File: src/sv/rrtu_pkg.sv
// rrtu_pkg: shared types, constants and outcome codes of the rip route table update unit
// no dependencies; compiled first
`default_nettype none

package rrtu_pkg;

	// defaults for the top-level parameters
	localparam int DEF_TABLE_DEPTH = 64;
	localparam int DEF_MAX_MESSAGE_ENTRIES = 25;

	// message entry counter saturates at its all-ones value
	localparam int COUNT_W = 5;
	localparam logic [COUNT_W-1:0] COUNT_MAX = 5'd31;

	localparam logic [15:0] RIP_FAMILY_IP = 16'd2;
	localparam logic [4:0] METRIC_INF = 5'd16;
	localparam logic [4:0] METRIC_STEP = 5'd1;

	typedef enum logic [3:0] {
		OC_BAD_FAMILY  = 4'd0,
		OC_BAD_METRIC  = 4'd1,
		OC_OVER_LIMIT  = 4'd2,
		OC_ADDED       = 4'd3,
		OC_TABLE_FULL  = 4'd4,
		OC_UNREACH_NEW = 4'd5,
		OC_CHANGED     = 4'd6,
		OC_REFRESHED   = 4'd7,
		OC_WORSE       = 4'd8
	} outcome_t;

	typedef struct packed {
		logic [15:0] address_family;
		logic [31:0] dest_ip;
		logic [31:0] dest_mask;
		logic [31:0] entry_gateway;
		logic [31:0] rx_metric;
		logic [31:0] sender_ip;
		logic [31:0] now_time;
		logic        last_of_message;
	} entry_beat_t;

	typedef struct packed {
		outcome_t    outcome;
		logic [5:0]  route_slot;
		logic        message_changed;
		logic        last_result;
	} result_beat_t;

	// one stored route
	typedef struct packed {
		logic [31:0] dest;
		logic [31:0] mask;
		logic [31:0] gateway;
		logic [4:0]  metric;
		logic [31:0] updated_time;
		logic        garbage;
	} route_entry_t;

	// verdict of the front-end checks on one beat
	typedef struct packed {
		logic        bad;
		outcome_t    oc;
		logic [4:0]  metric;
		logic [31:0] gateway;
	} screen_t;

endpackage

`default_nettype wire

File: src/sv/rrtu_screen.sv
// rrtu_screen: message limit, family and metric checks, metric increment, gateway choice
// depends on rrtu_pkg
`default_nettype none

module rrtu_screen import rrtu_pkg::*; #(
	parameter int MAX_MESSAGE_ENTRIES = DEF_MAX_MESSAGE_ENTRIES
) (
	input  wire entry_beat_t        beat,
	input  wire logic [COUNT_W-1:0] count,
	output screen_t                 verdict
);

	localparam logic [COUNT_W-1:0] MAX_ENTRIES = COUNT_W'(MAX_MESSAGE_ENTRIES);

	logic metric_bad;

	assign metric_bad = (beat.rx_metric == 32'd0) ||
		(beat.rx_metric > 32'(METRIC_INF));

	always_comb begin
		verdict.bad = 1'b1;
		verdict.oc  = OC_OVER_LIMIT;
		priority if (count >= MAX_ENTRIES) begin
			verdict.oc = OC_OVER_LIMIT;
		end else if (beat.address_family != RIP_FAMILY_IP) begin
			verdict.oc = OC_BAD_FAMILY;
		end else if (metric_bad) begin
			verdict.oc = OC_BAD_METRIC;
		end else begin
			verdict.bad = 1'b0;
			verdict.oc  = OC_ADDED;
		end
		// one hop further, capped at infinity
		if (beat.rx_metric[4:0] == METRIC_INF) begin
			verdict.metric = METRIC_INF;
		end else begin
			verdict.metric = beat.rx_metric[4:0] + METRIC_STEP;
		end
		verdict.gateway = (beat.entry_gateway == 32'd0) ? beat.sender_ip : beat.entry_gateway;
	end

endmodule

`default_nettype wire

File: config.mk
export PLATFORM = sky130hd
export DESIGN_NAME = rrtu_screen
export DESIGN_NICKNAME = d
export VERILOG_FILES = /design/src/sv/rrtu_pkg.sv /design/src/sv/rrtu_screen.sv
export SDC_FILE = /design/constraint.sdc
export NUM_CORES = 1
export LEC_CHECK = 0
export BUFFER_PORTS_ARGS = -buffer_cell sky130_fd_sc_hd__clkbuf_2
export CAP_MARGIN = 5
export CORE_AREA = 2 2 98 100
export DETAILED_ROUTE_END_ITERATION = 8
export DIE_AREA = 0 0 100 102
export SLEW_MARGIN = 20
export SYNTH_ARGS = -nofsm -noshare
export SYNTH_HDL_FRONTEND = slang
export SYNTH_SLANG_ARGS = --single-unit
File: constraint.sdc
create_clock -name vclk -period 2.4
set_input_delay 0.24 -clock vclk [all_inputs]
set_output_delay 0.24 -clock vclk [all_outputs]
set_load 0.05 [all_outputs]
# Yosys cells after proc, flatten, opt, wreduce, memory -nomap -nowiden
# Index checks and enable logic that the tools add are counted.
# op_classes
add_sub_neg,1
magnitude_cmp,2
eq_ne,2
muxes,8
n_reduce_logical,3
# op_table
operator,count
32-bit logical NOT,2
32-bit by 5-bit greater-than comparator with 1-bit output (second input constant),1
32-bit two-way mux,1
16-bit by 2-bit != test with 1-bit output (second input constant),1
2-bit two-way mux,3
5-bit by 1-bit adder with 5-bit output (second input constant),1
5-bit equality test (second input constant),1
5-bit greater-or-equal comparator (second input constant),1
5-bit two-way mux,1
1-bit two-way mux,3
1-bit logical OR,1
# totals
ff_bits,0
in_bits,214
output_inout_bits,42
word_cells,16

# Logic depth before layout (Yosys ltp)
# Gate-level depths: netlist of run 1.
# logic_depth
ltp_word,5
depth_mapped,6
depth_no_buf,6

# Worst setup path before layout of run 1
# Ideal clock, no wire load.
# synth_timing
path_kind,input-to-output
startpoint,input beat[65] in the netlist's numbering
endpoint,output verdict[34] in the netlist's numbering
arrival_ns,1.399
path_slack_ns,0.761
cell_stages,5
n_path_buf,0
cell_sequence,inv_1 -> ha_1 -> nor3b_1 -> and2_1 -> nor2_1
# synth_lines
element,line,text
start: declaration,rrtu_screen.sv:8,"input wire entry_beat_t beat,"
end: declaration,rrtu_screen.sv:10,output screen_t verdict

==> summary.md, run 1 <==
| Metric | Value |
|---|---|
| Drt drc | 0 |
| Total number of vias | 1320 |
| Setup crit start | beat[116] |
| Hold WS | roughly 870 ps |
| First-pass GRT wire length | between 6 and 7 mm |
| Clock power frac | 0% |
| Start point of the worst hold path | beat[65] |
| CP Max Fanout | 32 |
| Post-layout util | roughly 16% |
| Die ar. | 10200 µm² |
| Worst path top cell family by delay | simple AND/OR/NAND/NOR gates |
| Multi-input combinational cell area | 542 µm² |
| Setup crit end kind | primary output |
| Sw frac | 65.7% |
| Sequential cell count | 0 |
| Register Area | 0 µm² |
| Final min period | 2020 ps |
| Crit Path Class | in -> out |
| Sequential Power Share | 0% |
| Lkg Pwr | 0.969 nW |
| Post-Syn Area | 594 µm² |
| Cell Rows | 35 |
| Fmax | 496 MHz |
| Fraction of layout cells with a size suffix above 1 | approximately 70% |
| Hold Vio Cnt, Final | 0 |
| Total gr overflow | 0 |
| Post-synthesis sequential area ratio | 0% |
| Hold Crit Depth | 3 |
| Post-Route Setup TNS | 0 ps |
| Post-CTS Setup Bufs | 0 |
| Avg Cell Area, Syn | roughly 7.2 µm² |
| Number of clock buffers in the layout | 0 |
| Diodes inserted | 0 |
| Data arrival time of the critical path | 1780 ps |
| Synth Instances | slightly above 80 |
| Synth-to-layout area growth | 151% |
| Int Pwr | 0.118 mW |
| Initial Util | approximately 6.5% |
| Fin crit share | 84.0% |
| Routability cong. | about 0.73 |
| FILL cells | 1046 |
| Drt initial violations | 7 |
| Router iterations before antenna repair | 4 |
| Unrepaired setup endpoints after global routing | false |
| Boundary pin count | 256 |
| Synth unique cells | 21 |
| Vias in the first global route | around 1300 |
| Startpoint Class | primary input |
| Status | complete, no violations |
| Post-route ant nets | 0 |
| VDD IR-drop max | approximately 0.06 mV |
| NetSw | about 0.23 mW |
| Number of I/O port buffers | 157 |
| Placeable Area | 9110 µm² |
| Die extent in y | 102 µm |
| Drt wl/cell | around 15 µm |
| Crit path cell chain | clkbuf_2, nor4_1, nand4_1, nor2_4, buf_12, a21o_1, clkbuf_2 |
| CP required | 2160 ps |
| Worst setup margin | 385 ps |
| Nets | between 400 and 500 |
| Crit path max-delay cell type | nor4_1 |
| Total GRT Usage | a little under a tenth |
| Hold Path Class | in -> out |
| Buffers & Inverters on Critical Path | 3 |
| PwrDens | between 200 and 250 nW/µm² |
| Setup WS pre-CTS | 325 ps |
| Cell mode on critical path | clkbuf_2 |
| Final setup fails | 0 |
| Synth Warn # | 0 |
| Final slew viol count | 0 |
| Drt via density | ~3.8 |
| Comb pwr share | 100.0% |
| Max-cap violation count | 0 |
| Hold Crit Endpoint | verdict[32] |
| Hold_buf cts | 0 |
| Initial antenna violation count | 0 |
| Post-Route WL | 5.33 mm |
| Chip Width | 100 µm |
| Post-detail-place hpwl | a little over 5 mm |
| Slowest stage delay, CP | 420 ps |
| Cts repair resizes | 0 |
| Largest net degree at the start of global routing | 33 |
stage by stage:
stage / instances / instance area [µm²] / power [mW]
final: 347 / 1490 / 0.343
after global routing: 347 / 1490 / 0.368
after CTS: 347 / 1490 / 0.349
after detailed placement: 347 / 1490 / 0.347
after global placement: 347 / 1490 / 0.345
after floorplan: 83 / 598 / 0.185
final cells by class:
type | instances | share of cell area, %
tap | 111 | 9.30
timing repair buffer | 158 | 53.9
multi-input combinational | 76 | 36.3
inverter | 2 | 0.503
layer usage:
layer,track usage (%),routed length (µm)
met1,9.66,1930
met2,15.4,2080
met3,8.82,1320
met4,0,0
met5,0,0
tightest hold or removal path: cells and delay by family:
family,cells,cell delay (ps)
buf+inv,2,340
simple gates,1,50
cell usage in the layout (no fill, tap or decap), drive strengths merged:
cell,synthesis,final
xor2,1,1
and2,1,1
a21o,32,32
ha,2,2
nand2b,1,1
or2,1,1
xnor2,3,3
conb,1,2
nor2,4,4
o311a,1,1
nor4,18,18
clkbuf,0,157
nand3,3,3
buf,5,1
inv,2,2
nand4,4,4
nor4b,1,1
nor3b,1,1
nor3,1,1
logic make-up after synthesis:
| group | count (synthesis) | share of synthesized area, % |
|---|---|---|
| AO/OA/AOI/OAI | 33 | 42.5 |
| XOR/XNOR | 4 | 5.90 |
| adder cells (fa/ha/maj) | 2 | 4.21 |
| buffers and inverters | 7 | 9.47 |
| other | 1 | 0.631 |
| AND/OR/NAND/NOR | 35 | 37.3 |
cells in the mapped netlist (2+ instances only):
| cell type | n | area (µm²) |
|---|---|---|
| a21o_1 | 30 | 225 |
| a21o_2 | 2 | 17.5 |
| nor4_1 | 18 | 113 |
| xnor2_1 | 3 | 26.3 |
| nand3_1 | 3 | 15.0 |
| buf_6 | 3 | 33.8 |
| ha_1 | 2 | 25.0 |
| nand4_1 | 4 | 25.0 |
| buf_4 | 2 | 15.0 |
| nor2_1 | 3 | 11.3 |
| inv_1 | 2 | 7.51 |
worst max path at each step:
stage             endpoint  slack [ps]  depth (start not counted)
6_report       verdict[16]         380                          7
5_1_grt        verdict[16]         280                          7
4_1_cts        verdict[21]         320                          7
3_5_place_dp   verdict[21]         330                          7
3_3_place_gp   verdict[21]         350                          7
2_1_floorplan  verdict[34]         760                          5
power by group through the flow:
stage | Combinational, mW | Sequential [mW] | Clock, mW
floorplan | 0.185 | 0 | 0
global placement | 0.345 | 0 | 0
detailed placement | 0.347 | 0 | 0
CTS | 0.349 | 0 | 0
global route | 0.368 | 0 | 0
finish | 0.343 | 0 | 0
Note: power is estimated with default switching activity, not from simulation.
==> run 2, diff against run 1 <==
CORE_AREA = 2 2 99 101   (was 2 2 98 100)
DIE_AREA = 0 0 101 103   (was 0 0 100 102)
clock period = 1.74 ns   (was 2.4 ns; I/O delays follow)
==> run 2 against run 1 <==
Effect of this change:
- global-route usage shrank 0.42 points
- final cell count increased by 3.2%
- critical path type unchanged
- wire length rose by 1.8%
- core utilization grew 5.6 points
- via count grew 3.0%
- count of clock-buffer cells in the layout did not move
- critical path depth is 1 higher
- largest power group unchanged
==> summary.md, run 2 (synthesis results as in run 1) <==
| Metric | Value |
|---|---|
| Status | complete, no violations |
| Diodes inserted | 0 (unchanged) |
| Final min period | 1710 ps |
| FILL cells | 1023 (-2.2%) |
| Post-layout util | 22.0% (+5.6 points) |
| Multi-input combinational cell area | 619 µm² (+14%) |
| VDD IR-drop max | 0.124 mV (+110%) |
| Start point of the worst hold path | beat[33] |
| Fraction of layout cells with a size suffix above 1 | 74.6% (+5.5 points) |
| Post-Route WL | 5.43 mm (+1.8%) |
| Hold Vio Cnt, Final | 0 (unchanged) |
| Hold WS | 680 ps (-194 ps) |
| Largest net degree at the start of global routing | 17 (-48%) |
| Hold Crit Depth | 3 (unchanged) |
| Initial Util | 6.28% (-0.24 points) |
| Number of clock buffers in the layout | 0 (unchanged) |
| Total GRT Usage | 9.06% (-0.42 points) |
| Most frequent cells in the layout | 122 x clkbuf_2, 29 x a21o_1, 28 x buf_12 |
| Lkg Pwr | 1.17 nW (+20%) |
| Hold Path Class | in -> out |
| First-pass GRT wire length | 6.76 mm (-1.2%) |
| Total gr overflow | 0 (unchanged) |
| CP Max Fanout | 16 (-50%) |
| Total power | 0.621 mW (+81%) |
| Fmax | 584 MHz |
| Register Area | 0 µm² (unchanged) |
| Max-cap violation count | 0 (unchanged) |
| Vias in the first global route | 1324 (+5.9%) |
| Chip Width | 101 µm (+1.0%) |
| Post-Route Setup TNS | 0 ps (unchanged) |
| Final slew viol count | 0 (unchanged) |
| Crit Path Class | in -> out |
| Die extent in y | 103 µm (+0.98%) |
| Total number of vias | 1360 (+3.0%) |
| Unrepaired setup endpoints after global routing | true |
| Post-route ant nets | 0 (unchanged) |
| Sequential cell count | 0 (unchanged) |
| Hold Crit Endpoint | verdict[0] |
| Router iterations before antenna repair | 4 (unchanged) |
| Initial antenna violation count | 0 (unchanged) |
| CP required | 1570 ps (-590 ps) |
| Drt via density | 3.80 (-0.14%) |
| Cell Rows | 36 (+2.9%) |
| Drt drc | 0 (unchanged) |
| Die ar. | 10400 µm² (+2.0%) |
| Number of I/O port buffers | 157 (unchanged) |
| Placeable Area | 9460 µm² (+3.8%) |
| Setup crit end kind | primary output |
| PwrDens | 298 nW/µm² (+30%) |
| Boundary pin count | 256 (unchanged) |
| Data arrival time of the critical path | 1540 ps (-240 ps) |
| Drt wl/cell | 15.2 µm (-1.3%) |
| Startpoint Class | primary input |
| Routability cong. | 0.696 (-4.3%) |
| Nets | 462 (+1.8%) |
| Final setup fails | 0 (unchanged) |
| Fin crit share | 98.4% |
| Drt initial violations | 13 (+6) |
| Most common cell after layout, fill and taps aside | clkbuf_2 |
| Synth-to-layout area growth | 251% |
-- run 2: area by class of cell --
| type | instances | area share, % |
|---|---|---|
| tap | 114 | 6.84 |
| inverter | 2 | 0.360 |
| timing repair buffer | 166 | 63.1 |
| multi-input combinational | 76 | 29.7 |
-- run 2: how the worst max path moves through the flow --
stage / from / endpoint / slack, ps
finish: beat[117] / verdict[20] / 30
global route: beat[117] / verdict[20] / -50
CTS: beat[193] / verdict[38] / 10
detailed placement: beat[97] / verdict[0] / -70
global placement: beat[77] / verdict[38] / -60
floorplan: beat[65] / verdict[34] / 230
-- run 2: critical path, cell delays in order --
cell and delay, ps:
clkbuf_2 110, nor4_4 240, buf_4 160, nand4_1 140, nor2_4 210, buf_12 150, a21o_1 180, buf_12 160
-- run 2: layer usage --
| metal | track usage, % | wire length (µm) |
|---|---|---|
| met3 | 7.05 | 1160 |
| met4 | 0 | 0 |
| met2 | 16.2 | 2330 |
| met1 | 8.90 | 1940 |
| met5 | 0 | 0 |
-- run 2: timing repair --
| action | 4_1_cts | 5_1_grt |
|---|---|---|
| pin swaps | 2 | 22 |
| setup endpoints to repair | 33 | 34 |
| buffers inserted | 0 | 1 |
| resized for setup | 11 | 23 |
| hold buffers | 0 | 0 |
-- run 2: per-stage QoR --
stage                     cells  area [µm²]  setup slack (ps)
after floorplan              83         598               233
after global placement      357        1950             -57.6
after detailed placement    357        1950             -69.6
after CTS                   357        2000              13.0
after global routing        358        2080             -48.9
final                       358        2080              28.0
-- run 2: power by group --
part	total [mW]	internal, mW	leakage (nW)	switching (mW)
Clock	0	0	0	0
Sequential	0	0	0	0
Combinational	0.621	0.282	1.17	0.339
Total	0.621	0.282	1.17	0.339
