<file path="src/sv/rrtu_pkg.sv">
// rrtu_pkg: shared types, constants and outcome codes of the rip route table update unit
// no dependencies; compiled first
`default_nettype none

package rrtu_pkg;

	// defaults for the top-level parameters
	localparam int DEF_TABLE_DEPTH = 64;
	localparam int DEF_MAX_MESSAGE_ENTRIES = 25;

	// message entry counter saturates at its all-ones value
	localparam int COUNT_W = 5;
	localparam logic [COUNT_W-1:0] COUNT_MAX = 5'd31;

	localparam logic [15:0] RIP_FAMILY_IP = 16'd2;
	localparam logic [4:0] METRIC_INF = 5'd16;
	localparam logic [4:0] METRIC_STEP = 5'd1;

	typedef enum logic [3:0] {
		OC_BAD_FAMILY  = 4'd0,
		OC_BAD_METRIC  = 4'd1,
		OC_OVER_LIMIT  = 4'd2,
		OC_ADDED       = 4'd3,
		OC_TABLE_FULL  = 4'd4,
		OC_UNREACH_NEW = 4'd5,
		OC_CHANGED     = 4'd6,
		OC_REFRESHED   = 4'd7,
		OC_WORSE       = 4'd8
	} outcome_t;

	typedef struct packed {
		logic [15:0] address_family;
		logic [31:0] dest_ip;
		logic [31:0] dest_mask;
		logic [31:0] entry_gateway;
		logic [31:0] rx_metric;
		logic [31:0] sender_ip;
		logic [31:0] now_time;
		logic        last_of_message;
	} entry_beat_t;

	typedef struct packed {
		outcome_t    outcome;
		logic [5:0]  route_slot;
		logic        message_changed;
		logic        last_result;
	} result_beat_t;

	// one stored route
	typedef struct packed {
		logic [31:0] dest;
		logic [31:0] mask;
		logic [31:0] gateway;
		logic [4:0]  metric;
		logic [31:0] updated_time;
		logic        garbage;
	} route_entry_t;

	// verdict of the front-end checks on one beat
	typedef struct packed {
		logic        bad;
		outcome_t    oc;
		logic [4:0]  metric;
		logic [31:0] gateway;
	} screen_t;

endpackage

`default_nettype wire

</file>
<file path="src/sv/rrtu_ctrl.sv">
// rrtu_ctrl: scan sequencer, read-modify-write decision, message counters, result register
// depends on rrtu_pkg; drives rrtu_mem and takes the verdict of rrtu_screen
`default_nettype none

module rrtu_ctrl import rrtu_pkg::*; #(
	parameter int TABLE_DEPTH = DEF_TABLE_DEPTH,
	localparam int IDX_W = $clog2(TABLE_DEPTH),
	localparam int FILL_W = $clog2(TABLE_DEPTH + 1)
) (
	input  wire logic             clk,
	input  wire logic             arst_n,
	input  wire logic             entry_valid,
	output logic                  entry_ready,
	input  wire entry_beat_t      entry_beat,
	input  wire screen_t          verdict,
	output logic [COUNT_W-1:0]    count,
	output logic                  result_valid,
	input  wire logic             result_ready,
	output result_beat_t          result_beat,
	output logic                  rd_en,
	output logic [IDX_W-1:0]      rd_addr,
	input  wire route_entry_t     rd_data,
	output logic                  wr_en,
	output logic [IDX_W-1:0]      wr_addr,
	output route_entry_t          wr_data
);

	localparam logic [FILL_W-1:0] FILL_FULL = FILL_W'(TABLE_DEPTH);
	localparam logic [FILL_W-1:0] FILL_ONE = FILL_W'(1);

	typedef enum logic [1:0] {ST_IDLE, ST_SCAN, ST_DECIDE} state_t;

	typedef struct packed {
		logic [31:0] dest;
		logic [31:0] mask;
		logic [31:0] now;
		logic        last;
		screen_t     sv;
	} work_t;

	state_t            state_q;
	work_t             item_q;
	logic [FILL_W-1:0] addr_q;
	logic [FILL_W-1:0] fill_q;
	logic              pend_s1;
	logic [IDX_W-1:0]  pend_idx_s1;
	logic              found_q;
	logic [IDX_W-1:0]  hit_q;
	route_entry_t      hit_entry_q;
	logic [COUNT_W-1:0] count_q;
	logic              acc_q;
	logic              out_valid_q;
	result_beat_t      out_beat_q;

	logic             match;
	logic             out_free;
	logic             wr_want;
	logic             changed;
	logic             adding;
	outcome_t         oc;
	logic [IDX_W-1:0] slot_idx;
	logic [IDX_W+5:0] slot_ext;

	assign entry_ready  = (state_q == ST_IDLE);
	assign result_valid = out_valid_q;
	assign result_beat  = out_beat_q;
	assign count        = count_q;
	assign out_free     = !out_valid_q || result_ready;

	// sequential read of the filled part of the table
	assign rd_en   = (state_q == ST_SCAN) && (addr_q < fill_q);
	assign rd_addr = addr_q[IDX_W-1:0];
	assign match   = pend_s1 && (rd_data.dest == item_q.dest) && (rd_data.mask == item_q.mask);

	always_comb begin
		oc       = item_q.sv.oc;
		slot_idx = '0;
		wr_want  = 1'b0;
		changed  = 1'b0;
		adding   = 1'b0;
		wr_addr  = hit_q;
		wr_data  = hit_entry_q;
		priority if (item_q.sv.bad) begin
			oc = item_q.sv.oc;
		end else if (!found_q) begin
			priority if (item_q.sv.metric >= METRIC_INF) begin
				oc = OC_UNREACH_NEW;
			end else if (fill_q == FILL_FULL) begin
				oc = OC_TABLE_FULL;
			end else begin
				oc                   = OC_ADDED;
				adding               = 1'b1;
				wr_want              = 1'b1;
				changed              = 1'b1;
				slot_idx             = fill_q[IDX_W-1:0];
				wr_addr              = fill_q[IDX_W-1:0];
				wr_data.dest         = item_q.dest;
				wr_data.mask         = item_q.mask;
				wr_data.gateway      = item_q.sv.gateway;
				wr_data.metric       = item_q.sv.metric;
				wr_data.updated_time = item_q.now;
				wr_data.garbage      = 1'b0;
			end
		end else begin
			slot_idx = hit_q;
			priority if (hit_entry_q.gateway == item_q.sv.gateway) begin
				// same router: refresh, follow its metric, garbage at infinity
				changed = (hit_entry_q.metric != item_q.sv.metric) ||
					((item_q.sv.metric == METRIC_INF) && !hit_entry_q.garbage);
				wr_want              = 1'b1;
				wr_data.metric       = item_q.sv.metric;
				wr_data.updated_time = item_q.now;
				wr_data.garbage      = (item_q.sv.metric == METRIC_INF);
				oc                   = changed ? OC_CHANGED : OC_REFRESHED;
			end else if (item_q.sv.metric < hit_entry_q.metric) begin
				wr_want              = 1'b1;
				changed              = 1'b1;
				wr_data.metric       = item_q.sv.metric;
				wr_data.gateway      = item_q.sv.gateway;
				wr_data.updated_time = item_q.now;
				wr_data.garbage      = 1'b0;
				oc                   = OC_CHANGED;
			end else begin
				oc = OC_WORSE;
			end
		end
		wr_en = wr_want && (state_q == ST_DECIDE) && out_free;
	end

	assign slot_ext = {6'b0, slot_idx};

	always_ff @(posedge clk or negedge arst_n) begin
		if (!arst_n) begin
			state_q     <= ST_IDLE;
			item_q      <= '0;
			addr_q      <= '0;
			fill_q      <= '0;
			pend_s1     <= 1'b0;
			pend_idx_s1 <= '0;
			found_q     <= 1'b0;
			hit_q       <= '0;
			hit_entry_q <= '0;
			count_q     <= '0;
			acc_q       <= 1'b0;
			out_valid_q <= 1'b0;
			out_beat_q  <= '0;
		end else begin
			// result register: loaded on a decision, emptied when taken
			if ((state_q == ST_DECIDE) && out_free) begin
				out_valid_q <= 1'b1;
			end else if (result_ready) begin
				out_valid_q <= 1'b0;
			end
			unique case (state_q)
				ST_IDLE: begin
					pend_s1 <= 1'b0;
					if (entry_valid) begin
						item_q.dest <= entry_beat.dest_ip;
						item_q.mask <= entry_beat.dest_mask;
						item_q.now  <= entry_beat.now_time;
						item_q.last <= entry_beat.last_of_message;
						item_q.sv   <= verdict;
						addr_q      <= '0;
						found_q     <= 1'b0;
						state_q     <= verdict.bad ? ST_DECIDE : ST_SCAN;
					end
				end
				ST_SCAN: begin
					pend_s1     <= rd_en && !match;
					pend_idx_s1 <= rd_addr;
					if (rd_en) begin
						addr_q <= addr_q + FILL_ONE;
					end
					if (match) begin
						found_q     <= 1'b1;
						hit_q       <= pend_idx_s1;
						hit_entry_q <= rd_data;
						state_q     <= ST_DECIDE;
					end else if (!pend_s1 && !rd_en) begin
						state_q <= ST_DECIDE;
					end
				end
				ST_DECIDE: begin
					pend_s1 <= 1'b0;
					if (out_free) begin
						out_beat_q.outcome         <= oc;
						out_beat_q.route_slot      <= slot_ext[5:0];
						out_beat_q.message_changed <= acc_q | changed;
						out_beat_q.last_result     <= item_q.last;
						if (adding) begin
							fill_q <= fill_q + FILL_ONE;
						end
						if (item_q.last) begin
							count_q <= '0;
							acc_q   <= 1'b0;
						end else begin
							if (count_q != COUNT_MAX) begin
								count_q <= count_q + COUNT_W'(1);
							end
							acc_q <= acc_q | changed;
						end
						state_q <= ST_IDLE;
					end
				end
				default: begin
					state_q <= ST_IDLE;
				end
			endcase
		end
	end

endmodule

`default_nettype wire

</file>
<file path="config.mk">
export PLATFORM = sky130hd
export DESIGN_NAME = rrtu_ctrl
export DESIGN_NICKNAME = d
export VERILOG_FILES = /design/src/sv/rrtu_pkg.sv /design/src/sv/rrtu_ctrl.sv
export SDC_FILE = /design/constraint.sdc
export NUM_CORES = 1
export LEC_CHECK = 0
export ABC_AREA = 1
export BUFFER_PORTS_ARGS = -buffer_cell sky130_fd_sc_hd__buf_4
export CORE_AREA = 10 10 207 209
export DETAILED_ROUTE_END_ITERATION = 10
export DIE_AREA = 0 0 217 219
export GPL_TIMING_DRIVEN = 0
export PLACE_DENSITY = 0.71
export SETUP_SLACK_MARGIN = 0.3
export SLEW_MARGIN = 20
export SYNTH_ARGS = -nofsm -noshare
export SYNTH_HDL_FRONTEND = slang
export SYNTH_SLANG_ARGS = --single-unit
</file>
<file path="constraint.sdc">
create_clock -name clk -period 3.6 [get_ports clk]
set_input_delay 0.72 -clock clk [delete_from_list [all_inputs] [get_ports clk]]
set_output_delay 0.72 -clock clk [all_outputs]
set_load 0.01 [all_outputs]
</file>
### Word-level counts from Yosys, hierarchy flattened

Cells that the tools add are included.

| storage, ports and cells | value |
|---|---|
| bits in registers | 322 |
| input port bits | 389 |

| operators by class | value |
|---|---|
| $add $sub $neg | 3 |
| $lt $le $gt $ge | 3 |
| equal/unequal tests | 14 |
| multiplexer cells | 52 |
| bitwise operators | 1 |
| reductions and logical operators | 30 |

Operator list:

| operator | count |
|---|---|
| two-way mux 134 bit | 3 |
| two-way mux 70 bit | 2 |
| == test 32 bit | 3 |
| two-way mux 64 bit | 1 |
| two-way mux 6 bit | 8 |
| two-way mux 38 bit | 1 |
| two-way mux 32 bit | 1 |
| two-way mux 1 bit | 17 |
| two-way mux 4 bit | 4 |
| AND reduction 3 bit | 5 |
| adder 7 x 1 -> 7 bit, second input constant | 2 |
| two-way mux 7 bit | 2 |
| case mux 7 bit (2 select lines) | 1 |
| two-way mux 2 bit | 5 |
| two-way mux 5 bit | 2 |
| logical AND 1 bit | 9 |
| != test 2 bit, second input constant | 4 |
| nonzero test 2 bit | 4 |
| == test 7 bit, second input constant | 1 |
| < comparator 7 bit | 1 |
| two-way mux 3 bit | 2 |
| case mux 2 bit (3 select lines) | 1 |
| AND reduction 2 bit | 3 |
| adder 5 x 1 -> 5 bit, second input constant | 1 |
| 14 further kinds | 20 |

### Longest topological paths before layout

Gate-level depths: netlist of run 1.

| depth | value |
|---|---|
| depth after elaboration | 8 |
| mapped depth | 14 |

### Least setup slack after synthesis of run 1

No wires, ideal clock.

| timing | value |
|---|---|
| path kind | register to output |
| start | register item_q[36] (netlist bit) |
| end | output port wr_data[10] (netlist bit) |
| data arrival time | 1.977 ns |
| required time | 2.880 ns |
| path slack | 0.903 ns |
| stages on the path, launching flop included | 12 |
| path buffers | 2 |
| cell sequence | dfrtp_1 -> ha_1 -> nand2_1 -> nor2_1 -> nand2_1 -> o211ai_1 -> clkbuf_1 -> nand3_1 -> nand2_1 -> clkbuf_1 -> nand2_1 -> nand2_1 |

RTL lines:

| element | line | text |
|---|---|---|
| start, declared | rrtu_ctrl.sv:42 | `work_t item_q;` |
| end, declared | rrtu_ctrl.sv:25 | `output route_entry_t wr_data` |

==> results.ini, run 1 <==
[layout]
area_growth_syn_to_layout_pct = 37.7
layout.area.seq_mm2 = 0.00806
multi_input_comb_area_mm2 = 0.00805
n_fill_cell = 3556
layout.cells.most_common = nand2_1
final_layout_size_suffix_gt1_share_pct = 24.1
stdcell_count = 3451
most-common-layout-cells = 997 x nand2_1, 480 x buf_4, 321 x dfrtp_1
post-route-util_pct = 60.4
nets = 3309

[place]
io_buffers = 443
place_hpwl_um = 52100
placement.setup.worst_slack_ns = 0.105
placed_insts = 3334
routabilityCongestion = 0.941

[global_route]
grt_pass1_vias = 17968
grt_max_degree = 97
grt_usage_pct = 27.6
wire_length_of_the_first_global_routing_pass_um = 103000
number_of_antenna_violations_at_the_first_check_in_global_routing = 10
overflow = 0

[pwr]
power_density_mw_per_mm2 = 748
power.ir.vdd_worst_mv = 0.429
leakagePower_nw = 12.4

[yosys]
yosysSeqAreaShare_pct = 47.6
syn_nets = 2775
synth.distinct_cells = 35
seq_cells_post_synth = 322
synth.yosys.warnings = 0
async_reset_ff_share_pct = 100
number_of_synthesized_flops_with_an_enable_pin = 0
syn-instance-count = 2370
post_synthesis_cell_area_mm2 = 0.0169
yosys_most_used_dff = dfrtp_1
syn_area_per_cell_um2 = 7.14

[floorplan]
die_area_mm2 = 0.0475
core_area_mm2 = 0.0386
dieHeight_um = 219
initial_core_util_pct = 43.9
top_level_ports = 556
core.rowCount = 72
die_x_um = 217

[critical_path]
worst_ep_required_time_ns = 2.88
crit_fanout = 9
timing_worst_setup_path_type = reg2out
worst_setup_path_end_kind = primary output
worst_ep_arrival_time_ns = 2.70
setup.worst_path.start_class = flop

[sta]
maxSlewHeadroom_pct = 37.1
timing_max_transition_violations_final = 0
max_freq_mhz = 293
finalWorstPathRequiredPeriod_ns = 3.42
fin_worst_skew_ns = 0.0161
max_slew.worst_pin.slew_ns = 0.943
min_period_over_period_pct = 95.0
finalSetupTns_ns = 0
setup_repair_after_global_routing_missed_its_margin = true
final.setup.worst_slack_ns = 0.182
timing.final.hold_violations = 0
finalSetupViolCount = 0

[run_status]
outcome = finished, final reports clean

[clock_network]
clock_insertion_delay_worst_skew_ns = 0.54
cts-buffers-inserted = 39
cts.reportedPaths.clkPinSlew_ns = 0.06
h-tree-depth = 2
clk_path_buf_depth = 3
cts_root_buffer = clkbuf_16
ctsHoldBuffers = 0
tritoncts = built
cts.sinks = 322

[detailed_routing]
vias = 18124
drc_errors = 0
drt-pass1-iter-count = 6
wl_per_cell_um = 20.1
viasPerCell = 5.25
routed_wirelength_um = 69200
dr.first_iter.drc_count = 1473
antenna_left = 0

[flow_run]
maxCapViolCount = 0

[hold_path]
min_path_type = in2async

-- final timing paths --
kind / from / to / slack [ns] / cells after the start
min: arst_n / hit_entry_q[62] / 0.15 / 1
max reg2reg: fill_q[1] / result_beat[8] / 0.20 / 23
min reg2reg: hit_entry_q[75] / hit_entry_q[75] / 0.47 / 2
max in group asynchronous: arst_n / item_q[36] / 2.50 / 2
max: item_q[36] / wr_data[0] / 0.18 / 12
min in group clk: entry_beat[18] / item_q[60] / 0.37 / 3
-- Yosys cell counts, types with 2 or more instances --
master    count  area share (%)
nand2_1    1031              23
dfrtp_1     322              48
o21ai_0     240             7.1
inv_1       187             4.1
nand3_1     178             5.3
nor2_1      116             2.6
clkbuf_1     81             1.8
a21oi_1      39             1.2
xnor2_1      33             1.7
buf_2        23            0.68
ha_1         16             1.2
nand4_1      15            0.55
o21ai_1      14            0.41
buf_1        11            0.24
nor3_1       11            0.33
xor2_1       11            0.57
buf_4         7            0.31
or2_2         6            0.22
a32oi_1       4            0.21
nand3b_1      3            0.13
nor2_2        3            0.11
a32o_1        2            0.12
inv_2         2           0.044
nor2_4        2            0.13
o211ai_1      2           0.089
o31ai_1       2           0.089
-- stage by stage --
step | hold slack [ns] | instance area, um^2 | power (mW)
finish | 0.154 | 23300 | 17.4
floorplan | 0.424 | 16900 | 9.04
CTS | 0.167 | 22700 | 16.8
detailed placement | 0.458 | 21000 | 12.6
global placement | 0.454 | 20900 | 12.4
global route | 0.202 | 23300 | 18.4
-- power by group --
| part | total [mW] | internal [mW] | switching [mW] |
|---|---|---|---|
| registers | 5.18 | 4.56 | 0.615 |
| logic | 8.56 | 3.37 | 5.19 |
| clock network | 3.70 | 2.13 | 1.58 |
| total | 17.4 | 10.1 | 7.38 |
-- cells by family (layout without fill, tap and decap cells) --
group / after synthesis / in the layout / share of synthesized area (%)
AND/OR/NAND/NOR: 1368 / 1368 / 32.3
flip-flops: 322 / 322 / 47.6
buffers and inverters: 313 / 870 / 7.31
AO/OA/AOI/OAI: 306 / 306 / 9.30
XOR/XNOR: 44 / 44 / 2.28
adder cells (fa/ha/maj): 16 / 16 / 1.18
multiplexers: 1 / 1 / 0.0591
other: 0 / 6 / 0
-- layout make-up --
type / count / area share (%)
clock buffer: 56 / 4.59
tap: 518 / 2.78
sequential: 322 / 34.6
multi-input combinational: 1735 / 34.5
buffer: 123 / 3.38
inverter: 190 / 3.07
timing repair buffer: 493 / 16.7
clock inverter: 8 / 0.311
antenna: 6 / 0.0644
-- worst max-delay path, cell delays in order, from the launching register on --
cell	delay, ns
dfrtp_2	0.44
ha_4	0.28
nand2_2	0.06
nor2_2	0.12
nand2_1	0.06
o211ai_1	0.16
clkbuf_8	0.27
nand3_2	0.14
nand2_8	0.16
buf_6	0.13
nand2_1	0.06
o31ai_2	0.10
buf_4	0.19
-- flip-flops by register name, indices dropped and copies added, names as in the netlist --
signal	cells
acc_q	1
addr_q	7
count	5
fill_q	7
found_q	1
hit_entry_q	134
hit_q	6
item_q	139
pend_idx_s1	6
pend_s1	1
result_beat	12
result_valid	1
state_q	2
-- timing repair --
| action | 4_1_cts | 5_1_grt |
|---|---|---|
| cloned | 2 | 6 |
| gates resized for setup | 147 | 176 |
| buffers inserted | 30 | 9 |
| endpoints found under the setup margin | 139 | 133 |
| endpoints found under the hold margin | 0 | 0 |
| pin swaps | 6 | 12 |
-- metal layers --
layer  global-route usage, %  part of all wire (%)  vias to the layer above
met5                       0                  0.11                        -
met4                    10.3                   3.6                       10
met3                    7.61                   9.1                      136
met2                    45.6                    47                      807
met1                    33.9                    40                     8634
li1                        -                     -                     8537
Power figures use the tool's default switching activity.
==> run 2: changes to the inputs <==
--- a/config.mk
+++ b/config.mk
@@ -7,11 +7,13 @@
 export LEC_CHECK = 0
 export ABC_AREA = 1
 export BUFFER_PORTS_ARGS = -buffer_cell sky130_fd_sc_hd__buf_4
-export CORE_AREA = 10 10 207 209
+export CAP_MARGIN = 15
+export CORE_AREA = 10 10 205 207
+export CTS_BUF_LIST = sky130_fd_sc_hd__clkbuf_2 sky130_fd_sc_hd__clkbuf_4 sky130_fd_sc_hd__clkbuf_8
 export DETAILED_ROUTE_END_ITERATION = 10
-export DIE_AREA = 0 0 217 219
+export DIE_AREA = 0 0 215 217
 export GPL_TIMING_DRIVEN = 0
-export PLACE_DENSITY = 0.71
+export PLACE_DENSITY = 0.74
 export SETUP_SLACK_MARGIN = 0.3
 export SLEW_MARGIN = 20
 export SYNTH_ARGS = -nofsm -noshare
==> run 2 against run 1 <==
Maximum frequency fell by 5.0%. Clock-buffer cell count rose by 35. Largest cell class is now multi-input gates. Setup slack got worse by 0.18 ns. Sequential share of layout area fell by 0.28 points.
==> results.ini, run 2 (same netlist as run 1, synthesis figures left out) <==
[layout]
most-common-layout-cells = 985 x nand2_1, 470 x buf_4, 321 x dfrtp_1
largest_register_ffs = 139  ; unchanged
nets = 3324  ; +0.45%
post-route-util_pct = 61.7  ; +1.2 points
layout.cells.most_common = nand2_1
area_growth_syn_to_layout_pct = 38.8
top_register = item_q
final_layout_size_suffix_gt1_share_pct = 25.4  ; +1.4 points

[detailed_routing]
vias = 18394  ; +1.5%
dr.first_iter.drc_count = 1889  ; +28%
drt-pass1-iter-count = 6  ; unchanged
antenna_left = 0  ; unchanged
wl_per_cell_um = 20.3  ; +1.3%
drc_errors = 0  ; unchanged
viasPerCell = 5.29  ; +0.64%
routed_wirelength_um = 70700  ; +2.1%

[clock_network]
cts.sinks = 322  ; unchanged
h-tree-depth = 2  ; unchanged
clock_insertion_delay_worst_skew_ns = 0.66  ; +0.12 ns
cts.reportedPaths.clkPinSlew_ns = 0.07  ; about the same
tritoncts = built
clk_path_buf_depth = 3  ; unchanged
cts_root_buffer = clkbuf_8
cts-buffers-inserted = 57  ; +46%

[pwr]
clock_power_share_pct = 21.0  ; -0.2 points
power.ir.vdd_worst_mv = 0.423  ; -1.5%
leakagePower_nw = 12.4  ; +0.67%
pwr-share-comb_pct = 49.4  ; +0.3 points
reported_net_switching_power_mw = 7.47  ; +1.2%
share_seq_of_total_power_pct = 29.6  ; about the same
power_density_mw_per_mm2 = 747  ; about the same
internal_power_mw = 10.1  ; +0.40%
switching_share_pct = 42.5  ; +0.19 points

[critical_path]
path_buf_inv = 5  ; +2
critPathMaxStageDelay_ns = 0.45  ; about the same
path_delay_family = buffers and inverters
worst_ep_required_time_ns = 2.88  ; about the same
worstSetupPathDepth = 16  ; +4
worst_ep_arrival_time_ns = 2.88  ; +0.18 ns
setup.worst_path.start_class = flop
crit_fanout = 7  ; -2
timing.critical_path.mode_cell = nand2_1
timing.critical_path.cells = ha_4 -> nand2_4 -> nor2_4 -> nand2_1 -> o211ai_1 -> buf_4 -> clkbuf_16 -> buf_12 -> buf_16 -> nand2_2 -> o21ai_1 -> nand2_1 -> o21ai_1 -> nand2_1 -> nand2_2 -> buf_6
cp_slowest_cell = dfrtp_2
worst_setup_path_end_kind = primary output
timing_worst_setup_path_type = reg2out
timing.reg2reg.worst_path_depth = 7  ; -70%

[sta]
min_period_over_period_pct = 100  ; +5.0 points
timing.final.hold_violations = 0  ; unchanged
finalWorstPathRequiredPeriod_ns = 3.60  ; +0.180 ns
max_freq_mhz = 278  ; -5.0%
timing_max_transition_violations_final = 0  ; unchanged
setup_repair_after_global_routing_missed_its_margin = true
max_slew.worst_pin.slew_ns = 1.21  ; +0.271 ns
maxSlewHeadroom_pct = 19.0  ; -18 points
final.setup.worst_slack_ns = 0.00157  ; -0.180 ns
hold_slack_ns = 0.264  ; +0.110 ns
finalSetupViolCount = 0  ; unchanged
fin_worst_skew_ns = 0.0348  ; +0.0186 ns

[global_route]
global_route.peak_usage_layer = met2
grt_pass1_vias = 18368  ; +2.2%
number_of_antenna_violations_at_the_first_check_in_global_routing = 8  ; -2
grt_max_degree = 93  ; -4.1%
met1_usage_pct = 35.8  ; +1.8 points
grtUsageMet2_pct = 47.5  ; +2.0 points
grt_use_met3_pct = 7.21  ; -0.39 points
overflow = 0  ; unchanged
wire_length_of_the_first_global_routing_pass_um = 106000  ; +2.7%
grt_usage_pct = 28.8  ; +1.2 points

[floorplan]
core.rowCount = 72  ; unchanged
dieHeight_um = 217  ; -0.91%
initial_core_util_pct = 44.4  ; +0.52 points
top_level_ports = 556  ; unchanged
die_area_mm2 = 0.0467  ; -1.8%
die_x_um = 215  ; -0.92%
core_area_mm2 = 0.0381  ; -1.2%

[place]
placement.setup.worst_slack_ns = -0.00285  ; -0.108 ns
io_buffers = 443  ; unchanged
routabilityCongestion = 0.965  ; +2.6%
place_hpwl_um = 52400  ; +0.47%

[hold_path]
min_path_type = in2reg
holdPathStages = 3

[run_status]
outcome = finished, final reports clean

[flow_run]
maxCapViolCount = 0  ; unchanged

## run 2: cell types whose count changed in the layout (fill, tap and decap cells not counted), sizes merged
cell,change
diode,-3
clkinvlp,+2
clkinv,-2
clkbuf,+45
nand2,+1
dlygate4sd3,+1
buf,-15
## run 2: power groups by stage
stage	Clock, mW	Sequential (mW)	Combinational (mW)
after floorplan	0	5.10	3.94
after global placement	0	5.17	7.27
after detailed placement	0	5.21	7.39
after CTS	3.73	5.16	8.29
after global routing	3.87	5.30	9.38
final	3.69	5.19	8.68
## run 2: metrics by stage
stage	total power, mW	area [um^2]	std cells	TNS (ns)
final	17.6	23500	3480	0
after CTS	17.2	23100	3469	0
after floorplan	9.04	16900	2370	0
after detailed placement	12.6	21000	3334	-0.00285
after global placement	12.4	20900	3331	-410.11
after global routing	18.5	23500	3480	-2.28
## run 2: area by class of cell
| class | count | area, um^2 |
|---|---|---|
| Tap cell | 518 | 648 |
| Buffer | 123 | 800 |
| Clock inverter | 8 | 75.1 |
| Timing Repair Buffer | 489 | 3950 |
| Fill cell | 3479 | 14600 |
| Sequential cell | 322 | 8060 |
| Clock buffer | 91 | 1150 |
| Inverter | 190 | 719 |
| Multi-Input combinational cell | 1736 | 8090 |
| Antenna cell | 3 | 7.51 |
## run 2: routing by layer
layer  up-vias  part of all wire (%)
met4        10                   4.1
met2       883                    47
li1       8552                     -
met5         -                  0.11
met3       185                   8.7
met1      8764                    40
## run 2: what timing repair did
action	CTS	global route
hold buffers	1	0
setup endpoints to repair	139	135
gates resized for setup	230	88
setup buffers	27	5
endpoints found under the hold margin	9	0
gates cloned	8	3
pin swaps	21	16
## run 2: final timing paths
path                                      start               to  slack (ns)
min in group asynchronous                arst_n  hit_entry_q[58]        0.61
worst max-delay path                 item_q[34]      wr_data[50]       0.002
worst min-delay path              entry_beat[5]       item_q[47]        0.26
worst max register to register       state_q[1]       item_q[76]        0.49
worst min register to register  hit_entry_q[23]  hit_entry_q[23]        0.47
max in group asynchronous                arst_n       item_q[64]        1.72
## run 2: tightest hold or removal path: cells and delay by family
kind | cells | cell delay, ns
and+or+nand+nor | 2 | 0.08
buffers and inverters | 1 | 0.08
==> run 3: changes to the inputs <==
--- a/config.mk
+++ b/config.mk
@@ -5,15 +5,15 @@
 export SDC_FILE = /design/constraint.sdc
 export NUM_CORES = 1
 export LEC_CHECK = 0
-export ABC_AREA = 1
+export ABC_AREA = 0
 export BUFFER_PORTS_ARGS = -buffer_cell sky130_fd_sc_hd__buf_4
 export CAP_MARGIN = 15
-export CORE_AREA = 10 10 205 207
+export CORE_AREA = 10 10 209 211
 export CTS_BUF_LIST = sky130_fd_sc_hd__clkbuf_2 sky130_fd_sc_hd__clkbuf_4 sky130_fd_sc_hd__clkbuf_8
 export DETAILED_ROUTE_END_ITERATION = 10
-export DIE_AREA = 0 0 215 217
+export DIE_AREA = 0 0 219 221
 export GPL_TIMING_DRIVEN = 0
-export PLACE_DENSITY = 0.74
+export PLACE_DENSITY = 0.7
 export SETUP_SLACK_MARGIN = 0.3
 export SLEW_MARGIN = 20
 export SYNTH_ARGS = -nofsm -noshare
==> run 3 against run 2 <==
The run now ends with setup timing left. Final cell count decreased by 16%. Critical path depth decreased by 7. Clock-buffer cell count decreased by 1. Setup slack got worse by 0.17 ns. Worst hold slack worse by 0.018 ns. Area after synthesis down 2.4%. Sequential share of layout area shrank 0.31 points.
==> results.ini, run 3 <==
[critical_path]
critical_path.reg2reg.endpoint = hit_entry_q[28]
timing.reg2reg.worst_path_depth = 9  ; +2
worst_ep_arrival_time_ns = 3.05  ; +0.17 ns
crit_fanout = 10  ; +3
worst_setup_path_end_kind = primary output
timing_worst_setup_path_type = reg2out
r2r_setup_slack_ns = 0.44  ; -0.05 ns
worst_ep_required_time_ns = 2.88  ; about the same
regToRegStartpoint = item_q[80]
setup.worst_path.start_class = flop

[yosys]
syn_nets = 2187  ; -21%
yosys-top-cells-count = 627 x nand2_1, 322 x dfrtp_1, 94 x mux2_2
post-synth-top-area-cell = dfrtp_1
async_reset_ff_share_pct = 100  ; unchanged
syn-instance-count = 1782  ; -25%
post_synthesis_cell_area_mm2 = 0.0165  ; -2.4%
syn_area_per_cell_um2 = 9.27  ; +30%
synth.distinct_cells = 54  ; +54%
yosys.area.top_type_share_pct = 48.8  ; +1.2 points
synth.yosys.warnings = 0  ; unchanged
yosysSeqAreaShare_pct = 48.8  ; +1.2 points
post-synth-top-count-cell = nand2_1
seq_cells_post_synth = 322  ; unchanged
number_of_synthesized_flops_with_an_enable_pin = 0  ; unchanged
netlist_top_cells_area = dfrtp_1 49%, nand2_1 14%, mux2_2 6.4%
yosys_most_used_dff = dfrtp_1

[sta]
max_slew.worst_pin.slew_ns = 1.02  ; -0.199 ns
fin_worst_skew_ns = 0.0332  ; -0.00161 ns
setup_repair_after_global_routing_missed_its_margin = true
maxSlewHeadroom_pct = 32.3  ; +13 points
max_freq_mhz = 265  ; -4.5%
final.setup.worst_slack_ns = -0.167  ; -0.169 ns
timing_max_transition_violations_final = 0  ; unchanged
hold_slack_ns = 0.245  ; -0.0184 ns
min_period_over_period_pct = 105  ; +4.7 points
finalSetupViolCount = 49  ; +49
timing.final.hold_violations = 0  ; unchanged
finalWorstPathRequiredPeriod_ns = 3.77  ; +0.169 ns

[floorplan]
core_area_mm2 = 0.0395  ; +3.5%
initial_core_util_pct = 41.9  ; -2.5 points
core.rowCount = 73  ; +1.4%
dieHeight_um = 221  ; +1.8%
die_x_um = 219  ; +1.9%
top_level_ports = 556  ; unchanged
die_area_mm2 = 0.0484  ; +3.7%

[hold_path]
holdPathEnd = item_q[82]
holdPathStages = 3  ; unchanged
min_path_type = in2reg
holdCritStartpoint = entry_beat[136]

[detailed_routing]
dr.first_iter.drc_count = 1264  ; -33%
vias = 15550  ; -15%
drt-pass1-iter-count = 6  ; unchanged
drc_errors = 0  ; unchanged
routed_wirelength_um = 65900  ; -6.8%
wl_per_cell_um = 22.6  ; +11%
antenna_left = 0  ; unchanged
viasPerCell = 5.34  ; +1.1%

[flow_run]
maxCapViolCount = 0  ; unchanged

[layout]
final_layout_size_suffix_gt1_share_pct = 37.2  ; +12 points
layout.cells.most_common = nand2_1
top_register = item_q
area_growth_syn_to_layout_pct = 43.5
most-common-layout-cells = 537 x nand2_1, 446 x buf_4, 320 x dfrtp_1
n_fill_cell = 3453  ; -0.75%
nets = 2741  ; -18%
largest_register_ffs = 139  ; unchanged

[pwr]
pwr-share-comb_pct = 49.7  ; +0.3 points
clock_power_share_pct = 20.5  ; -0.5 points
reported_net_switching_power_mw = 7.49  ; +0.31%
internal_power_mw = 10.5  ; +4.5%
switching_share_pct = 41.5  ; -0.99 points
power.ir.vdd_worst_mv = 0.455  ; +7.4%
power_density_mw_per_mm2 = 761  ; +1.8%
totalPowerFinal_mw = 18.0  ; +2.7%
leakagePower_nw = 12.5  ; +0.47%
share_seq_of_total_power_pct = 29.9  ; +0.3 points

[clock_network]
h-tree-depth = 2  ; unchanged
clk_path_buf_depth = 3  ; unchanged
cts.reportedPaths.clkPinSlew_ns = 0.06  ; about the same
clock_insertion_delay_worst_skew_ns = 0.66  ; about the same
cts-buffers-inserted = 57  ; unchanged
cts_root_buffer = clkbuf_8
tritoncts = built
cts.sinks = 322  ; unchanged

[place]
io_buffers = 443  ; unchanged
placement.setup.worst_slack_ns = -0.932  ; -0.929 ns
routabilityCongestion = 0.932  ; -3.4%
place_hpwl_um = 49500  ; -5.6%

[run_status]
outcome = complete, but fails checks
failed_checks = setup timing

[global_route]
number_of_antenna_violations_at_the_first_check_in_global_routing = 8  ; unchanged
wire_length_of_the_first_global_routing_pass_um = 97700  ; -7.9%
grt_max_degree = 96  ; +3.2%
grt_pass1_vias = 16030  ; -13%
overflow = 0  ; unchanged
grt_usage_pct = 26.2  ; -2.6 points

[run 3: layout make-up]
type	count	area (um^2)	share of cell area, %
Multi-Input combinational cell	1323	8670	36.6
Sequential cell	322	8060	34.0
Timing Repair Buffer	495	4100	17.3
Clock buffer	90	1130	4.77
Buffer	106	877	3.70
Tap cell	525	657	2.77
Inverter	31	116	0.491
Clock inverter	12	92.6	0.390
Antenna cell	6	15.0	0.0633
[run 3: how the worst max path moves through the flow]
| stage | from | endpoint | cells after the start |
|---|---|---|---|
| 2_1_floorplan | fill_q[0] | wr_data[21] | 9 |
| 5_1_grt | hit_entry_q[50] | wr_data[33] | 10 |
| 6_report | item_q[33] | wr_data[22] | 9 |
| 3_5_place_dp | fill_q[0] | wr_data[33] | 10 |
| 3_3_place_gp | arst_n | item_q[13] | 1 |
| 4_1_cts | item_q[13] | wr_data[33] | 9 |
[run 3: power by group through the flow]
stage / registers (mW) / clock network (mW) / logic [mW]
4_1_cts: 5.35 / 3.73 / 8.45
3_3_place_gp: 5.31 / 0 / 6.78
6_report: 5.39 / 3.69 / 8.96
5_1_grt: 5.50 / 3.92 / 9.59
3_5_place_dp: 5.36 / 0 / 6.89
2_1_floorplan: 5.14 / 0 / 3.71
[run 3: timing repair]
action                     4_1_cts  5_1_grt
setup endpoints to repair      284      246
hold endpoints to repair        22        0
pin swaps                       57       41
resized for setup              277       91
hold buffers                     1        0
buffers inserted                34        6
cloned                           4        4
[run 3: cells by family (layout without fill, tap and decap cells)]
group / after synthesis / count (layout) / share of synthesized area (%)
other cells: 0 / 6 / 0
compound gates: 157 / 157 / 5.98
flops: 322 / 322 / 48.8
fa+ha+maj: 16 / 16 / 1.21
buf+inv: 137 / 734 / 3.72
mux: 187 / 187 / 12.7
simple gates: 872 / 872 / 22.8
xor+xnor: 91 / 91 / 4.82
[run 3: per-stage QoR]
step                cells  util [%]  area [um^2]  TNS [ns]
floorplan            1782         -        16500         0
global placement     2750      52.0        20500   -458.43
detailed placement   2753      52.2        20600    -81.75
CTS                  2894      58.9        23200     -5.62
global route         2909      60.1        23700    -14.43
finish               2910      60.1        23700     -5.58
[run 3: critical path: stages (launching register included)]
cell	delay, ns
dfrtp_1	0.42
ha_1	0.34
a21o_1	0.18
a21oi_2	0.24
o21ai_4	0.16
a22oi_2	0.20
buf_6	0.19
clkbuf_16	0.18
mux2_2	0.34
buf_4	0.15
[run 3: per-layer routing]
metal / share of wire (%) / up-vias / global-route usage (%)
met4: 3.4 / 4 / 9.58
met3: 9.2 / 134 / 8.40
met2: 47 / 698 / 41.8
met5: 0.042 / - / 0
met1: 40 / 7652 / 32.4
li1: - / 7062 / -
